## src/rtl/bvq_pkg.sv

```systemverilog
// shared types and constants of the bounding volume query unit
`timescale 1ns / 1ps
`default_nettype none
package bvq_pkg;

   localparam int COORD_WIDTH_DEFAULT = 32;
   localparam int DIST_WIDTH = 64;
   localparam int REQ_TYPE_WIDTH = 2;
   localparam int CSR_INDEX_WIDTH = 3;
   localparam int NUM_STAGES = 6;

   typedef enum logic [REQ_TYPE_WIDTH-1:0] {
      REQ_OVERLAP  = 2'd0,
      REQ_ENCLOSES = 2'd1,
      REQ_ENCLOSED = 2'd2
   } req_code_type;

   typedef enum logic [CSR_INDEX_WIDTH-1:0] {
      CSR_SELF_CENTER_X = 3'd0,
      CSR_SELF_CENTER_Y = 3'd1,
      CSR_SELF_CENTER_Z = 3'd2,
      CSR_SELF_HALF_X   = 3'd3,
      CSR_SELF_HALF_Y   = 3'd4,
      CSR_SELF_HALF_Z   = 3'd5
   } csr_index_type;

   // per transaction verdicts carried alongside the distance path
   typedef struct packed {
      logic [REQ_TYPE_WIDTH-1:0] req_type;
      logic                      sphere;
      logic                      encl;
      logic                      encd;
      logic                      box_ovl;
   } flags_type;

endpackage
`default_nettype wire

```

## src/rtl/bvq_square.sv

```systemverilog
// two stage squarer built from half width partial products
`timescale 1ns / 1ps
`default_nettype none
module bvq_square #(
   parameter int DW = bvq_pkg::COORD_WIDTH_DEFAULT
) (
   input  logic            clock,
   input  logic [1:0]      load,
   input  logic [DW-1:0]   value,
   output logic [2*DW-1:0] square
);
   import bvq_pkg::*;

   localparam int LO_W = (DW + 1) / 2;
   localparam int HI_W = DW - LO_W;

   logic [HI_W-1:0]      a;
   logic [LO_W-1:0]      b;
   logic [2*HI_W-1:0]    aa_in, aa_ff;
   logic [HI_W+LO_W-1:0] ab_in, ab_ff;
   logic [2*LO_W-1:0]    bb_in, bb_ff;
   logic [2*DW-1:0]      sq_in, sq_ff;

   assign a     = value[DW-1:LO_W];
   assign b     = value[LO_W-1:0];
   assign aa_in = a * a;
   assign ab_in = a * b;
   assign bb_in = b * b;

   always_ff @(posedge clock) begin
      if (load[0]) begin
         aa_ff <= aa_in;
         ab_ff <= ab_in;
         bb_ff <= bb_in;
      end
   end

   // (a*2^L + b)^2 = a^2*2^2L + 2ab*2^L + b^2
   assign sq_in = (2*DW)'({aa_ff, {(2*LO_W){1'b0}}})
                + (2*DW)'({ab_ff, {(LO_W+1){1'b0}}})
                + (2*DW)'(bb_ff);

   always_ff @(posedge clock) begin
      if (load[1]) begin
         sq_ff <= sq_in;
      end
   end

   assign square = sq_ff;

endmodule
`default_nettype wire

```

## config.mk

```make
export PLATFORM = sky130hd
export DESIGN_NAME = bvq_square
export DESIGN_NICKNAME = d
export VERILOG_FILES = /design/src/rtl/bvq_pkg.sv /design/src/rtl/bvq_square.sv
export SDC_FILE = /design/constraint.sdc
export NUM_CORES = 2
export LEC_CHECK = 0
export CAP_MARGIN = 10
export CORE_MARGIN = 3
export CORE_UTILIZATION = 65
export CTS_CLUSTER_DIAMETER = 100
export DETAILED_ROUTE_END_ITERATION = 16
export DONT_BUFFER_PORTS = 1
export PLACE_DENSITY_LB_ADDON = 0.3
export SKIP_LAST_GASP = 1
export SYNTH_ARGS = -nofsm -noshare
export SYNTH_HDL_FRONTEND = slang
export SYNTH_SLANG_ARGS = --single-unit
```

## constraint.sdc

```tcl
create_clock -name clock -period 8.5 [get_ports clock]
set_input_delay 0 -clock clock [delete_from_list [all_inputs] [get_ports clock]]
set_output_delay 0 -clock clock [all_outputs]
set_load 0.01 [all_outputs]
```

=== Yosys cells after proc, flatten, opt, wreduce, memory -nomap -nowiden ===
Cells that the tools add are included.

* $add $sub $neg: 2
* Multipliers: 3

{| class="wikitable"
|+ Operators by type and width
! cell !! count
|-
| 16-bit by 16-bit multiplier with 32-bit output || 3
|-
| 64-bit by 32-bit adder with 64-bit output || 1
|-
| 64-bit by 49-bit adder with 64-bit output || 1
|}

* Flip-flop bits (word level): 160
* Input port bits: 35
* Output and inout port bits: 64

=== Depth between registers and ports, before layout ===
* Depth after elaboration: 2
* Depth in mapped cells: 26
* Mapped depth without buffers: 24

=== Worst setup path after synthesis ===
OpenSTA, ideal clock, no wires.

* Kind: input to register
* Start: input port value[3]
* End: register bb_ff[31] (data pin)
* Library setup time: 265 ps
* Arrival: 5844 ps
* Data required time: 8235 ps
* Path slack: 2391 ps
* Stages: 26
* Path through: clkbuf_1 -> clkbuf_1 -> nand2_1 -> inv_1 -> fa_1 -> inv_1 -> fa_1 -> inv_1 -> fa_1 -> inv_1 -> fa_1 -> inv_1 -> fa_1 -> inv_1 -> fa_1 -> inv_1 -> ha_1 -> o21a_1 -> o21a_1 -> or2_1 -> o211a_1 -> a221o_1 -> a211o_1 -> a41oi_2 -> a311oi_1 -> xnor2_1

* Longest elaborated chain between the ends: 1

{| class="wikitable"
|+ Ends and longest elaborated chain
! item !! RTL line !! text
|-
| from (decl) || bvq_square.sv:9 || <nowiki>input logic [DW-1:0] value,</nowiki>
|-
| 16-bit by 16-bit multiplier with 32-bit output || bvq_square.sv:28 || <nowiki>assign bb_in = b * b;</nowiki>
|-
| named net bb_in[31] || bvq_square.sv:21 || <nowiki>logic [2*LO_W-1:0] bb_in, bb_ff;</nowiki>
|-
| to (signal assigned) || bvq_square.sv:34 || <nowiki>bb_ff <= bb_in;</nowiki>
|-
| to (decl) || bvq_square.sv:21 ||
|}

The timed path passes the listed nets, and every way through them passes these cells.
A chain may end at the register's enable or synchronous reset.

=== Worst setup path in the final report ===
* Start: input port value[12]
* End: register ab_ff[28] (data pin)

* Longest elaborated chain between the ends: 1

{| class="wikitable"
|+ Ends and longest elaborated chain
! item !! RTL line !! text
|-
| 16-bit by 16-bit multiplier with 32-bit output || bvq_square.sv:27 || <nowiki>assign ab_in = a * b;</nowiki>
|-
| named net ab_in[28] || bvq_square.sv:20 || <nowiki>logic [HI_W+LO_W-1:0] ab_in, ab_ff;</nowiki>
|-
| to (signal assigned) || bvq_square.sv:33 || <nowiki>ab_ff <= ab_in;</nowiki>
|-
| to (decl) || bvq_square.sv:20 ||
|}

The timed path passes the listed nets, and every way through them passes these cells.

==> results.json <==
{
  "hpwlAfterDp_um": 52100,
  "cts_root_buffer": "clkbuf_16",
  "worst_pin_slew_ns": 0.733,
  "rrSetupSlack_ns": 4.84,
  "synthFlopType": "edfxtp_1",
  "drive_above_1_share_pct": 1.59,
  "vias": 20996,
  "min_period_ns": 5.90,
  "dieWidth_um": 219,
  "yosysUniqueCellTypes": 71,
  "maxSlewHeadroom_pct": 50.6,
  "rr_worst_depth": 12,
  "min_path_type": "in -> reg",
  "clkTransAtPathRegs_ns": 0.07,
  "fin_nets": 3907,
  "worstPathRequired_ns": 8.71,
  "syn_inst": 3094,
  "cp-end-kind": "flip-flop",
  "crit_arrival_ns": 6.10,
  "regToRegEndpoint": "square[55]",
  "crit_path_end": "ab_ff[28]",
  "yosys_register_bits": 157,
  "synth_edf_count": 157,
  "worst-setup-path-type": "in -> reg",
  "fin_crit_sh_pct": 69.4,
  "status": "completed",
  "die_area_um2": 48000,
  "wl_um": 67800,
  "cts_tree": "built",
  "syn_nets": 3986,
  "ys_warn_count": 0,
  "max_freq_ghz": 0.170,
  "path_max_fanout": 25,
  "r2r-start": "ab_ff[0]",
  "drtPass1Iterations": 6,
  "detail_route.iter0.violations": 1645,
  "seq_area_frac_synth_pct": 16.0,
  "gp_congestion": 0.920,
  "n_antenna_cell": 0,
  "setup_viol": 0,
  "clockBufferDepth": 2,
  "die_h_um": 219,
  "antenna_found_initial": 1,
  "pin_count": 99,
  "drc": 0,
  "start_util_pct": 66.4,
  "fin_worst_skew_ns": 0.00968,
  "grt_pass1_vias": 22251,
  "vias_per_cell": 5.80,
  "rsz0062_at_grt": "no",
  "core_um2": 44500,
  "htree_levels": 4,
  "grt_max_degree": 95,
  "grt_pass1_wl_um": 112000,
  "tns_ns": 0,
  "numCtsBuffers": 17,
  "syn_area_um2": 29500,
  "synth-async-reset-ratio_pct": 0,
  "avgSynthCellArea_um2": 9.55,
  "startpoint": "value[12]",
  "rows": 77,
  "drtAntennaViolNets": 0,
  "areaGrowthSynthToFinish_pct": 3.58,
  "hold_buffers": 11,
  "grt_usage_pct": 29.7,
  "slew_violations": 0,
  "cts-resized-gates": 0,
  "post_cts_buffers": 0,
  "crit_path_start_kind": "input port",
  "io_buffers": 0,
  "cts.sinks": 157,
  "cap_violations": 0,
  "clk_latency_ns": 0.45,
  "fill_cells": 3355,
  "finalHoldViolations": 0,
  "wire_per_inst_um": 18.7,
  "gr-total-overflow": 0
}
routing by layer:
layer  GRT usage (%)  up-vias  share of wire [%]
met3            5.70      135                8.1
met1            41.0    10585                 41
met2            48.5      891                 48
met4            8.75        2                2.6
met5               0        -              0.022
li1                -     9383                  -
cells in the mapped netlist, drive strengths merged, types with 5 or more instances:
cell      n  area (um^2)
edfxtp  157         4710
nand2   334         1250
a21boi    5         37.5
a31oi     7         43.8
nor2b    19          119
and2    182         1140
xor2     38          333
a31o      5         43.8
nor2    129          484
o21bai    8         60.1
a211oi   20          160
a21o     62          465
o211ai   12         90.1
xnor2    94          823
nand3    34          170
o21a     16          120
and3     16          100
nand4     8         50.1
ha      336         4200
nor3     17         85.1
a21oi    91          455
inv     735         2760
clkbuf  105          394
o31ai     8         60.1
o21ai    48          240
or2       6         37.5
and4      6         52.6
fa      521        10400
nand2b   12         75.1
worst min path at each step:
stage	cells past startpoint	slack, ns	from	to
detailed placement	0	0.10	value[0]	bb_ff[0]
finish	1	0.03	load[0]	bb_ff[4]
floorplan	0	0.1	value[16]	aa_ff[0]
CTS	1	0.01	load[0]	bb_ff[4]
global placement	0	0.10	value[0]	bb_ff[0]
global route	1	0.04	load[0]	bb_ff[4]
cells by family (layout without fill, tap and decap cells):
kind of cell / Yosys count / count (layout) / synth area share, %
AO/OA/AOI/OAI: 318 / 318 / 7.19
other: 1 / 1 / 0.0127
multiplexers: 4 / 4 / 0.148
flip-flops: 157 / 157 / 16.0
buffers and inverters: 848 / 782 / 10.8
XOR/XNOR: 132 / 132 / 3.91
adder cells (fa/ha/maj): 857 / 857 / 49.5
AND/OR/NAND/NOR: 777 / 777 / 12.4
metrics by stage:
| stage | hold WS [ns] | util (%) | cells | setup slack (ns) | instance area, um^2 |
|---|---|---|---|---|---|
| 3_5_place_dp | 0.101 | 67.1 | 3577 | 2.22 | 29900 |
| 2_1_floorplan | 0.0989 | - | 3094 | 2.39 | 29500 |
| 3_3_place_gp | 0.101 | 67.1 | 3577 | 2.29 | 29900 |
| 5_1_grt | 0.0438 | 68.7 | 3620 | 2.33 | 30600 |
| 4_1_cts | 0.0144 | 68.7 | 3620 | 2.69 | 30600 |
| 6_report | 0.0290 | 68.7 | 3620 | 2.60 | 30600 |
area by class of cell:
class                   count  area [um^2]  share of cell area, %
clock buffers              18          429                   1.40
well taps                 592          741                   2.42
inverters                 739         2770                   9.07
flip-flops and latches    157         4710                   15.4
multi-input cells        2089        21600                   70.7
clock inverters            14          159                  0.519
repair buffers             11          145                  0.474
flip-flops by register name (all words and copies together) (netlist names):
signal,cells
square,63
ab_ff,32
aa_ff,31
bb_ff,31
cell usage in the layout (no fill, tap or decap), drive strengths merged, types with 5 or more instances in the layout:
| cell type | instances |
|---|---|
| clkinv | 8 |
| o211ai | 12 |
| and4 | 6 |
| and3 | 16 |
| nand2b | 12 |
| a21oi | 91 |
| a31o | 5 |
| clkbuf | 18 |
| xnor2 | 94 |
| nand3 | 34 |
| inv | 741 |
| or2 | 6 |
| o21ai | 48 |
| nand2 | 334 |
| a21boi | 5 |
| edfxtp | 157 |
| a211oi | 20 |
| nor2 | 129 |
| and2 | 182 |
| a21o | 62 |
| a31oi | 7 |
| o21a | 16 |
| xor2 | 38 |
| nor2b | 19 |
| fa | 521 |
| nor3 | 17 |
| ha | 336 |
| nand4 | 8 |
| o31ai | 8 |
| dlygate4sd3 | 9 |
| o21bai | 8 |
critical path: stages:
cell,delay (ns)
clkinv_1,0.39
nor2_1,0.29
fa_1,0.43
inv_1,0.09
fa_1,0.38
inv_1,0.07
fa_1,0.42
fa_1,0.46
fa_1,0.49
inv_1,0.05
fa_1,0.47
inv_1,0.04
ha_1,0.36
a21o_1,0.20
a21o_1,0.19
a2111o_1,0.41
a21oi_1,0.23
nor2_1,0.14
a211oi_1,0.55
o31ai_1,0.15
a21oi_1,0.19
xnor2_1,0.08
Power is not shown: default switching activity piles up to over one toggle a cycle in this logic, so the estimate is an artifact.
