==> src/rtl/bvq_pkg.sv <==
// shared types and constants of the bounding volume query unit
`timescale 1ns / 1ps
`default_nettype none
package bvq_pkg;

   localparam int COORD_WIDTH_DEFAULT = 32;
   localparam int DIST_WIDTH = 64;
   localparam int REQ_TYPE_WIDTH = 2;
   localparam int CSR_INDEX_WIDTH = 3;
   localparam int NUM_STAGES = 6;

   typedef enum logic [REQ_TYPE_WIDTH-1:0] {
      REQ_OVERLAP  = 2'd0,
      REQ_ENCLOSES = 2'd1,
      REQ_ENCLOSED = 2'd2
   } req_code_type;

   typedef enum logic [CSR_INDEX_WIDTH-1:0] {
      CSR_SELF_CENTER_X = 3'd0,
      CSR_SELF_CENTER_Y = 3'd1,
      CSR_SELF_CENTER_Z = 3'd2,
      CSR_SELF_HALF_X   = 3'd3,
      CSR_SELF_HALF_Y   = 3'd4,
      CSR_SELF_HALF_Z   = 3'd5
   } csr_index_type;

   // per transaction verdicts carried alongside the distance path
   typedef struct packed {
      logic [REQ_TYPE_WIDTH-1:0] req_type;
      logic                      sphere;
      logic                      encl;
      logic                      encd;
      logic                      box_ovl;
   } flags_type;

endpackage
`default_nettype wire

==> src/rtl/bvq_setup.sv <==
// bounds, containment and box overlap tests, per axis clamp distance
`timescale 1ns / 1ps
`default_nettype none
module bvq_setup #(
   parameter int COORD_WIDTH = bvq_pkg::COORD_WIDTH_DEFAULT
) (
   input  logic                               clock,
   input  logic [1:0]                         load,
   input  logic [COORD_WIDTH-1:0]             self_center [3],
   input  logic [COORD_WIDTH-2:0]             self_half [3],
   input  logic [bvq_pkg::REQ_TYPE_WIDTH-1:0] req_type,
   input  logic                               other_is_sphere,
   input  logic [COORD_WIDTH-1:0]             other_center [3],
   input  logic [COORD_WIDTH-2:0]             other_half [3],
   input  logic [COORD_WIDTH-2:0]             other_radius,
   output logic [COORD_WIDTH-1:0]             dist_axis [3],
   output logic [COORD_WIDTH-2:0]             radius,
   output bvq_pkg::flags_type                 flags
);
   import bvq_pkg::*;

   localparam int W = COORD_WIDTH;

   // stage 1: corners one bit wider than the centers so nothing wraps
   logic signed [W:0]   sc_ext [3];
   logic signed [W:0]   oc_ext [3];
   logic signed [W:0]   sh_ext [3];
   logic signed [W:0]   oh_ext [3];
   logic [W-2:0]        oh_sel [3];
   logic signed [W:0]   smin_in [3];
   logic signed [W:0]   smax_in [3];
   logic signed [W:0]   omin_in [3];
   logic signed [W:0]   omax_in [3];
   logic signed [W:0]   gap_in [3];
   logic [W-1:0]        hsum_in [3];

   logic signed [W:0]   smin_ff [3];
   logic signed [W:0]   smax_ff [3];
   logic signed [W:0]   omin_ff [3];
   logic signed [W:0]   omax_ff [3];
   logic signed [W:0]   gap_ff [3];
   logic signed [W:0]   oc_ff [3];
   logic [W-1:0]        hsum_ff [3];
   logic [W-2:0]        r1_ff;
   logic [REQ_TYPE_WIDTH-1:0] req1_ff;
   logic                sphere1_ff;

   // stage 2
   logic [W:0]          gap_abs [3];
   logic signed [W:0]   lo_diff [3];
   logic signed [W:0]   hi_diff [3];
   logic [W-1:0]        dist_in [3];
   logic [2:0]          encl_axis;
   logic [2:0]          encd_axis;
   logic [2:0]          ovl_axis;
   flags_type           flags_in;

   logic [W-1:0]        dist_ff [3];
   logic [W-2:0]        r2_ff;
   flags_type           flags_ff;

   always_comb begin
      for (int i = 0; i < 3; i++) begin
         oh_sel[i]  = other_is_sphere ? other_radius : other_half[i];
         sc_ext[i]  = signed'({self_center[i][W-1], self_center[i]});
         oc_ext[i]  = signed'({other_center[i][W-1], other_center[i]});
         sh_ext[i]  = signed'({2'b00, self_half[i]});
         oh_ext[i]  = signed'({2'b00, oh_sel[i]});
         smin_in[i] = sc_ext[i] - sh_ext[i];
         smax_in[i] = sc_ext[i] + sh_ext[i];
         omin_in[i] = oc_ext[i] - oh_ext[i];
         omax_in[i] = oc_ext[i] + oh_ext[i];
         gap_in[i]  = sc_ext[i] - oc_ext[i];
         hsum_in[i] = {1'b0, self_half[i]} + {1'b0, oh_sel[i]};
      end
   end

   always_ff @(posedge clock) begin
      if (load[0]) begin
         smin_ff    <= smin_in;
         smax_ff    <= smax_in;
         omin_ff    <= omin_in;
         omax_ff    <= omax_in;
         gap_ff     <= gap_in;
         oc_ff      <= oc_ext;
         hsum_ff    <= hsum_in;
         r1_ff      <= other_radius;
         req1_ff    <= req_type;
         sphere1_ff <= other_is_sphere;
      end
   end

   always_comb begin
      for (int i = 0; i < 3; i++) begin
         encl_axis[i] = !((omin_ff[i] < smin_ff[i]) || (omax_ff[i] > smax_ff[i]));
         encd_axis[i] = !((omin_ff[i] > smin_ff[i]) || (omax_ff[i] < smax_ff[i]));
         gap_abs[i]   = gap_ff[i][W] ? (~gap_ff[i] + 1'b1) : gap_ff[i];
         ovl_axis[i]  = gap_abs[i] <= {1'b0, hsum_ff[i]};
         lo_diff[i]   = smin_ff[i] - oc_ff[i];
         hi_diff[i]   = oc_ff[i] - smax_ff[i];
         // distance from the center to the slab, zero inside it
         if (oc_ff[i] < smin_ff[i]) begin
            dist_in[i] = lo_diff[i][W-1:0];
         end else if (oc_ff[i] > smax_ff[i]) begin
            dist_in[i] = hi_diff[i][W-1:0];
         end else begin
            dist_in[i] = '0;
         end
      end
      flags_in.req_type = req1_ff;
      flags_in.sphere   = sphere1_ff;
      flags_in.encl     = &encl_axis;
      flags_in.encd     = &encd_axis;
      flags_in.box_ovl  = &ovl_axis;
   end

   always_ff @(posedge clock) begin
      if (load[1]) begin
         dist_ff  <= dist_in;
         r2_ff    <= r1_ff;
         flags_ff <= flags_in;
      end
   end

   assign dist_axis = dist_ff;
   assign radius    = r2_ff;
   assign flags     = flags_ff;

endmodule
`default_nettype wire

==> config.mk <==
export PLATFORM = sky130hd
export DESIGN_NAME = bvq_setup
export DESIGN_NICKNAME = d
export VERILOG_FILES = /design/src/rtl/bvq_pkg.sv /design/src/rtl/bvq_setup.sv
export SDC_FILE = /design/constraint.sdc
export NUM_CORES = 2
export LEC_CHECK = 0
export BUFFER_PORTS_ARGS = -buffer_cell sky130_fd_sc_hd__buf_4
export CAP_MARGIN = 20
export CORE_AREA = 5 5 490 492
export CTS_CLUSTER_DIAMETER = 200
export CTS_CLUSTER_SIZE = 8
export DETAILED_ROUTE_END_ITERATION = 10
export DIE_AREA = 0 0 495 497
export SLEW_MARGIN = 0
export SYNTH_ARGS = -nofsm -noshare
export SYNTH_HDL_FRONTEND = slang
export SYNTH_SLANG_ARGS = --single-unit
export TNS_END_PERCENT = 5
==> constraint.sdc <==
create_clock -name clock -period 5.2 [get_ports clock]
set_clock_uncertainty 0.1 [all_clocks]
set_input_delay 1.04 -clock clock [delete_from_list [all_inputs] [get_ports clock]]
set_output_delay 1.04 -clock clock [all_outputs]
set_load 0.02 [all_outputs]
# Yosys cells after proc, flatten, opt, wreduce, memory -nomap -nowiden
# Cells that the tools add are included.
[word_totals]
ff_bits = 854
input_bits = 415
out_inout_bits = 133
wordCells = 111
[op_classes]
add_sub_neg = 27
n_lt_le_gt_ge = 21
n_mux = 12
bitwise_logic = 3
n_reduce_logical = 15
[op_table]
columns = ["op", "count"]
rows = [
  ["$sub 32x32->33", 9],
  ["$add 32x32->33", 6],
  ["$gt 33x33->1", 6],
  ["$lt 33x33->1", 6],
  ["$mux 32", 6],
  ["$sub 32x32->32", 6],
  ["$add 33x1->33 const B", 3],
  ["$gt 32x33->1", 3],
  ["$le 33x32->1", 3],
  ["$lt 32x33->1", 3],
  ["$mux 33", 3],
  ["$not 33->33", 3],
  ["$add 31x31->32", 3],
  ["$mux 31", 3],
  ["$reduce_and 3->1", 3],
  ["$logic_not 1->1", 6],
  ["$logic_or 1x1->1", 6],
]

# Logic depth before layout (Yosys ltp)
[depth]
ltp_word = 5
ltp_mapped = 18
depth_no_buf = 18

# Worst setup path after synthesis
# OpenSTA, ideal clock, no wires.
[synth_path]
kind = "register to register"
startpoint = "reg gap_ff[2] in the netlist's numbering"
endpoint = "reg flags_ff, in the netlist flags[0], data pin"
setup_time_ns = 0.174
arrival_ns = 4.774
required_time_ns = 4.926
slack_ns = 0.152
stages_incl_launch_ff = 18
n_path_buf = 0
synth_period_minus_slack_ns = 5.048
cell_sequence = "edfxtp_1 -> or4_1 -> nor2_1 -> nand2_1 -> or4_4 -> nand2b_1 -> or3_1 -> or4_4 -> o31ai_2 -> xnor2_1 -> ha_1 -> a21o_1 -> a2111oi_0 -> nand2_1 -> a211oi_1 -> a311oi_1 -> or4_1 -> a311oi_1"
[synth_lines]
columns = ["element", "line", "rtl"]
rows = [
  ["start, declared", "bvq_setup.sv:41", "logic signed [W:0] gap_ff [3];"],
  ["start signal, assigned", "bvq_setup.sv:84", "gap_ff <= gap_in;"],
  ["end signal, assigned", "bvq_setup.sv:121", "flags_ff <= flags_in;"],
  ["end, declared", "bvq_setup.sv:60", "flags_type flags_ff;"],
]

==> results.cfg <==
[status]
status = complete, no violations

[layout]
final_nets = 10861
postLayoutCoreUtil_pct = 38.6
fin_area_mm2 = 0.0907
stdcell_count = 12473
drive_gt1_share_pct = 12.5
synthToLayoutAreaGrowth_pct = 17.7

[yosys]
syn-cell-area_mm2 = 0.0771
synth_top_flop_cell = edfxtp_1
synth_area_leaders = edfxtp_1 33%, ha_1 19%, xnor2_1 6.4%, inv_1 5.2%, a21oi_1 4.8%
yosysSeqAreaShare_pct = 33.0
syn_inst = 8435
ys_warn_count = 0
synthArstFlopShare_pct = 0
synth_area_leader_cell = edfxtp_1
netlist.area_leader.share_pct = 33.0
synth_seq_cells = 848
synth-edff-count = 848
yosysMostFrequentCell = ha_1
synth_fp_nets = 10017
syn_area_per_cell_um2 = 9.14
yosysUniqueCellTypes = 85
ys_top_cells_by_count = 1,143 x ha_1, 1,072 x inv_1, 848 x edfxtp_1

[min_path]
hold_path_class = reg2reg
holdPathEnd = flags[4]
hold_start = req1_ff[0]
whs_path_depth = 0

[sta]
worst_hold_slack_ns = 0.307
finalMaxSlewViolations = 0
finalCritPeriodShare_pct = 98.4
setup_viol = 0
worst_pin_slew_ns = 1.05
fmax_mhz = 195
rsz0062_at_grt = true
layout_min_cycle_time_ns = 5.12
relSlewSlack_pct = 29.4
hold_viol_final = 0

[placed_design]
gp_congestion = 1.04
io_buffers = 547
place_inst = 12310
placed_area_mm2 = 0.0875
dp_hpwl_mm = 267

[route]
drtPass1Iterations = 7
post_drt_wl_per_cell_um = 25.2
routed_wl_mm = 314
drc = 0
first_iter_violations = 4860
ant_nets = 0
num_vias = 66688
viasPerCell = 5.35

[critical_path]
cpPeakStageDelay_ns = 0.56
crit_arrival_ns = 5.64
worst-path-max-fanout = 3
cpMostUsedCell = or4_4
ff2ff_setup_slack_ns = 0.08
cp_slowest_cell = or4_4
critPathLaunchType = flip-flop
reg2reg_from = gap_ff[5]
r2r_cells = 17
required_ns = 5.72
r2r_end = flags[0]
critPathKind = reg2reg
path_cells = or4_4, nor2_4, nand2_1, or4_4, nand2b_4, or3_1, or4_1, o21ai_1, xnor2_1, ha_1, a2111oi_2, buf_4, nand2_1, a211oi_2, a311oi_2, or4_4, a311oi_2
end_kind = flip-flop

[clocking]
cts_root_buf = clkbuf_16
htree_levels = 3
cts_buffer_depth = 3
clock_latency_ns = 0.79
clkSinkCount = 848
cts_tree = done
cts_buffers = 115
path_clk_slew_ns = 0.06

[grt]
grtUsageMet3_pct = 2.29
grt_pass1_wl_mm = 443
grt_use_met2_pct = 39.5
grt_overflow = 0
grt_max_degree = 127
antenna_found_initial = 66
grt_usage_pct = 24.5
grt.busiest_layer = met2
grt_pass1_vias = 65736
grt.met1_usage_pct = 31.8

[die]
core_mm2 = 0.235
rows = 178
die_area_mm2 = 0.246
die_y_um = 497
die_x_um = 495
ios = 548
start_util_pct = 32.8

[pwr]
p_leak_nw = 41.2
power_frac_comb_pct = 44.5
sequentialPowerShare_pct = 32.5
ir_drop_v = 0.000300
pwr-share-clk_pct = 23.0
swShare_pct = 39.0
p_sw_mw = 11.7
intPower_mw = 18.3
power_density_mw_per_mm2 = 331

[job]
drv_cap = 0
-- cell type report --
| class | instances | area [um^2] |
|---|---|---|
| Timing Repair Buffer | 943 | 7270 |
| Sequential cell | 848 | 25500 |
| Inverter | 1075 | 4040 |
| Clock inverter | 6 | 119 |
| Tap cell | 3150 | 3940 |
| Multi-Input combinational cell | 6296 | 46900 |
| Antenna cell | 40 | 100 |
| Clock buffer | 115 | 2880 |
| Fill cell | 23642 | 144000 |
-- critical path: cells and delay by family, from the launching register on --
kind / cells / cell delay [ns]
adder cells (fa/ha/maj): 1 / 0.28
AND/OR/NAND/NOR: 9 / 2.84
AO/OA/AOI/OAI: 5 / 1.07
buffers and inverters: 1 / 0.16
XOR/XNOR: 1 / 0.15
flip-flops: 1 / 0.38
-- power by group through the flow --
| stage | clock, mW | combinational (mW) | sequential [mW] |
|---|---|---|---|
| floorplan | 0 | 8.00 | 9.95 |
| global placement | 0 | 13.0 | 9.86 |
| detailed placement | 0 | 13.2 | 9.89 |
| CTS | 7.10 | 13.3 | 9.76 |
| global route | 7.34 | 14.6 | 9.87 |
| finish | 6.91 | 13.4 | 9.76 |
-- worst max-delay path by stage --
| stage | from | to | slack (ns) | cells past startpoint |
|---|---|---|---|---|
| floorplan | gap_ff[2] | flags[0] | 0.15 | 17 |
| global placement | gap_ff[3] | flags[0] | -0.55 | 18 |
| detailed placement | other_is_sphere | hsum_ff[63] | -0.34 | 17 |
| CTS | gap_ff[4] | flags[0] | 0.02 | 20 |
| global route | gap_ff[2] | flags[0] | -0.11 | 20 |
| finish | gap_ff[5] | flags[0] | 0.08 | 17 |
-- cell families (layout without fill, tap and decap cells) --
group | after synthesis | in the layout | share of synthesized area, %
compound gates | 2460 | 2460 | 20.6
xor+xnor | 744 | 744 | 8.45
fa+ha+maj | 1167 | 1167 | 19.2
buf+inv | 1291 | 2139 | 6.30
flops | 848 | 848 | 33.0
mux | 6 | 6 | 0.0795
other cells | 0 | 40 | 0
simple gates | 1919 | 1919 | 12.4
-- per-layer routing --
| metal | wire [um] | vias to the layer above |
|---|---|---|
| li1 | - | 31990 |
| met1 | 136000 | 32065 |
| met2 | 142000 | 2142 |
| met3 | 14900 | 491 |
| met4 | 20600 | 0 |
| met5 | 0 | - |
-- metrics by stage --
stage          power (mW)  setup slack, ns  setup TNS (ns)
2_1_floorplan        18.0            0.152               0
3_3_place_gp         22.9           -0.549           -4.12
3_5_place_dp         23.1           -0.345           -4.46
4_1_cts              30.1           0.0236               0
5_1_grt              31.8           -0.109          -0.109
6_report             30.1           0.0830               0
-- flip-flops by register name (all words and copies together) (netlist names), 96 cells and up --
signal	flops
dist_axis	96
gap_ff	99
hsum_ff	96
oc_ff	96
omax_ff	96
omin_ff	99
smax_ff	96
smin_ff	99
-- timing repair --
action | in CTS | in global routing
buffers inserted | 1 | 1
hold buffers | 0 | 0
pin swaps | 6 | 7
gates resized for setup | 11 | 4
endpoints found under the setup margin | 1 | 1
-- layout by cell type (no fill, tap or decap), types with 18 or more instances in the layout --
cell type / netlist / final
ha_1: 1143 / 1143
inv_1: 1072 / 1072
buf_4: 0 / 926
edfxtp_1: 848 / 848
a21oi_1: 740 / 739
xnor2_1: 565 / 565
nor2_1: 560 / 558
o21ai_0: 423 / 423
nand2_1: 369 / 369
a21o_1: 356 / 356
o21a_1: 189 / 189
xor2_1: 179 / 179
nor3_1: 149 / 149
nand3_1: 143 / 143
nand2b_1: 124 / 123
o21bai_1: 121 / 121
nand4_1: 118 / 118
clkbuf_16: 0 / 115
nor2b_1: 103 / 103
o31ai_1: 75 / 75
a211oi_1: 76 / 75
or3_1: 69 / 68
and3_1: 62 / 62
o22ai_1: 61 / 61
a31oi_1: 54 / 53
nor4_1: 52 / 51
o211ai_1: 46 / 46
diode_2: 0 / 40
or2_2: 38 / 38
or4_1: 36 / 34
o41ai_1: 33 / 33
a221oi_1: 29 / 29
and2_1: 28 / 28
a211o_1: 25 / 25
fa_1: 24 / 24
o31a_1: 23 / 23
a21boi_0: 19 / 19
o2111ai_1: 18 / 18
a31o_2: 18 / 18
Power figures use the tool's default switching activity.
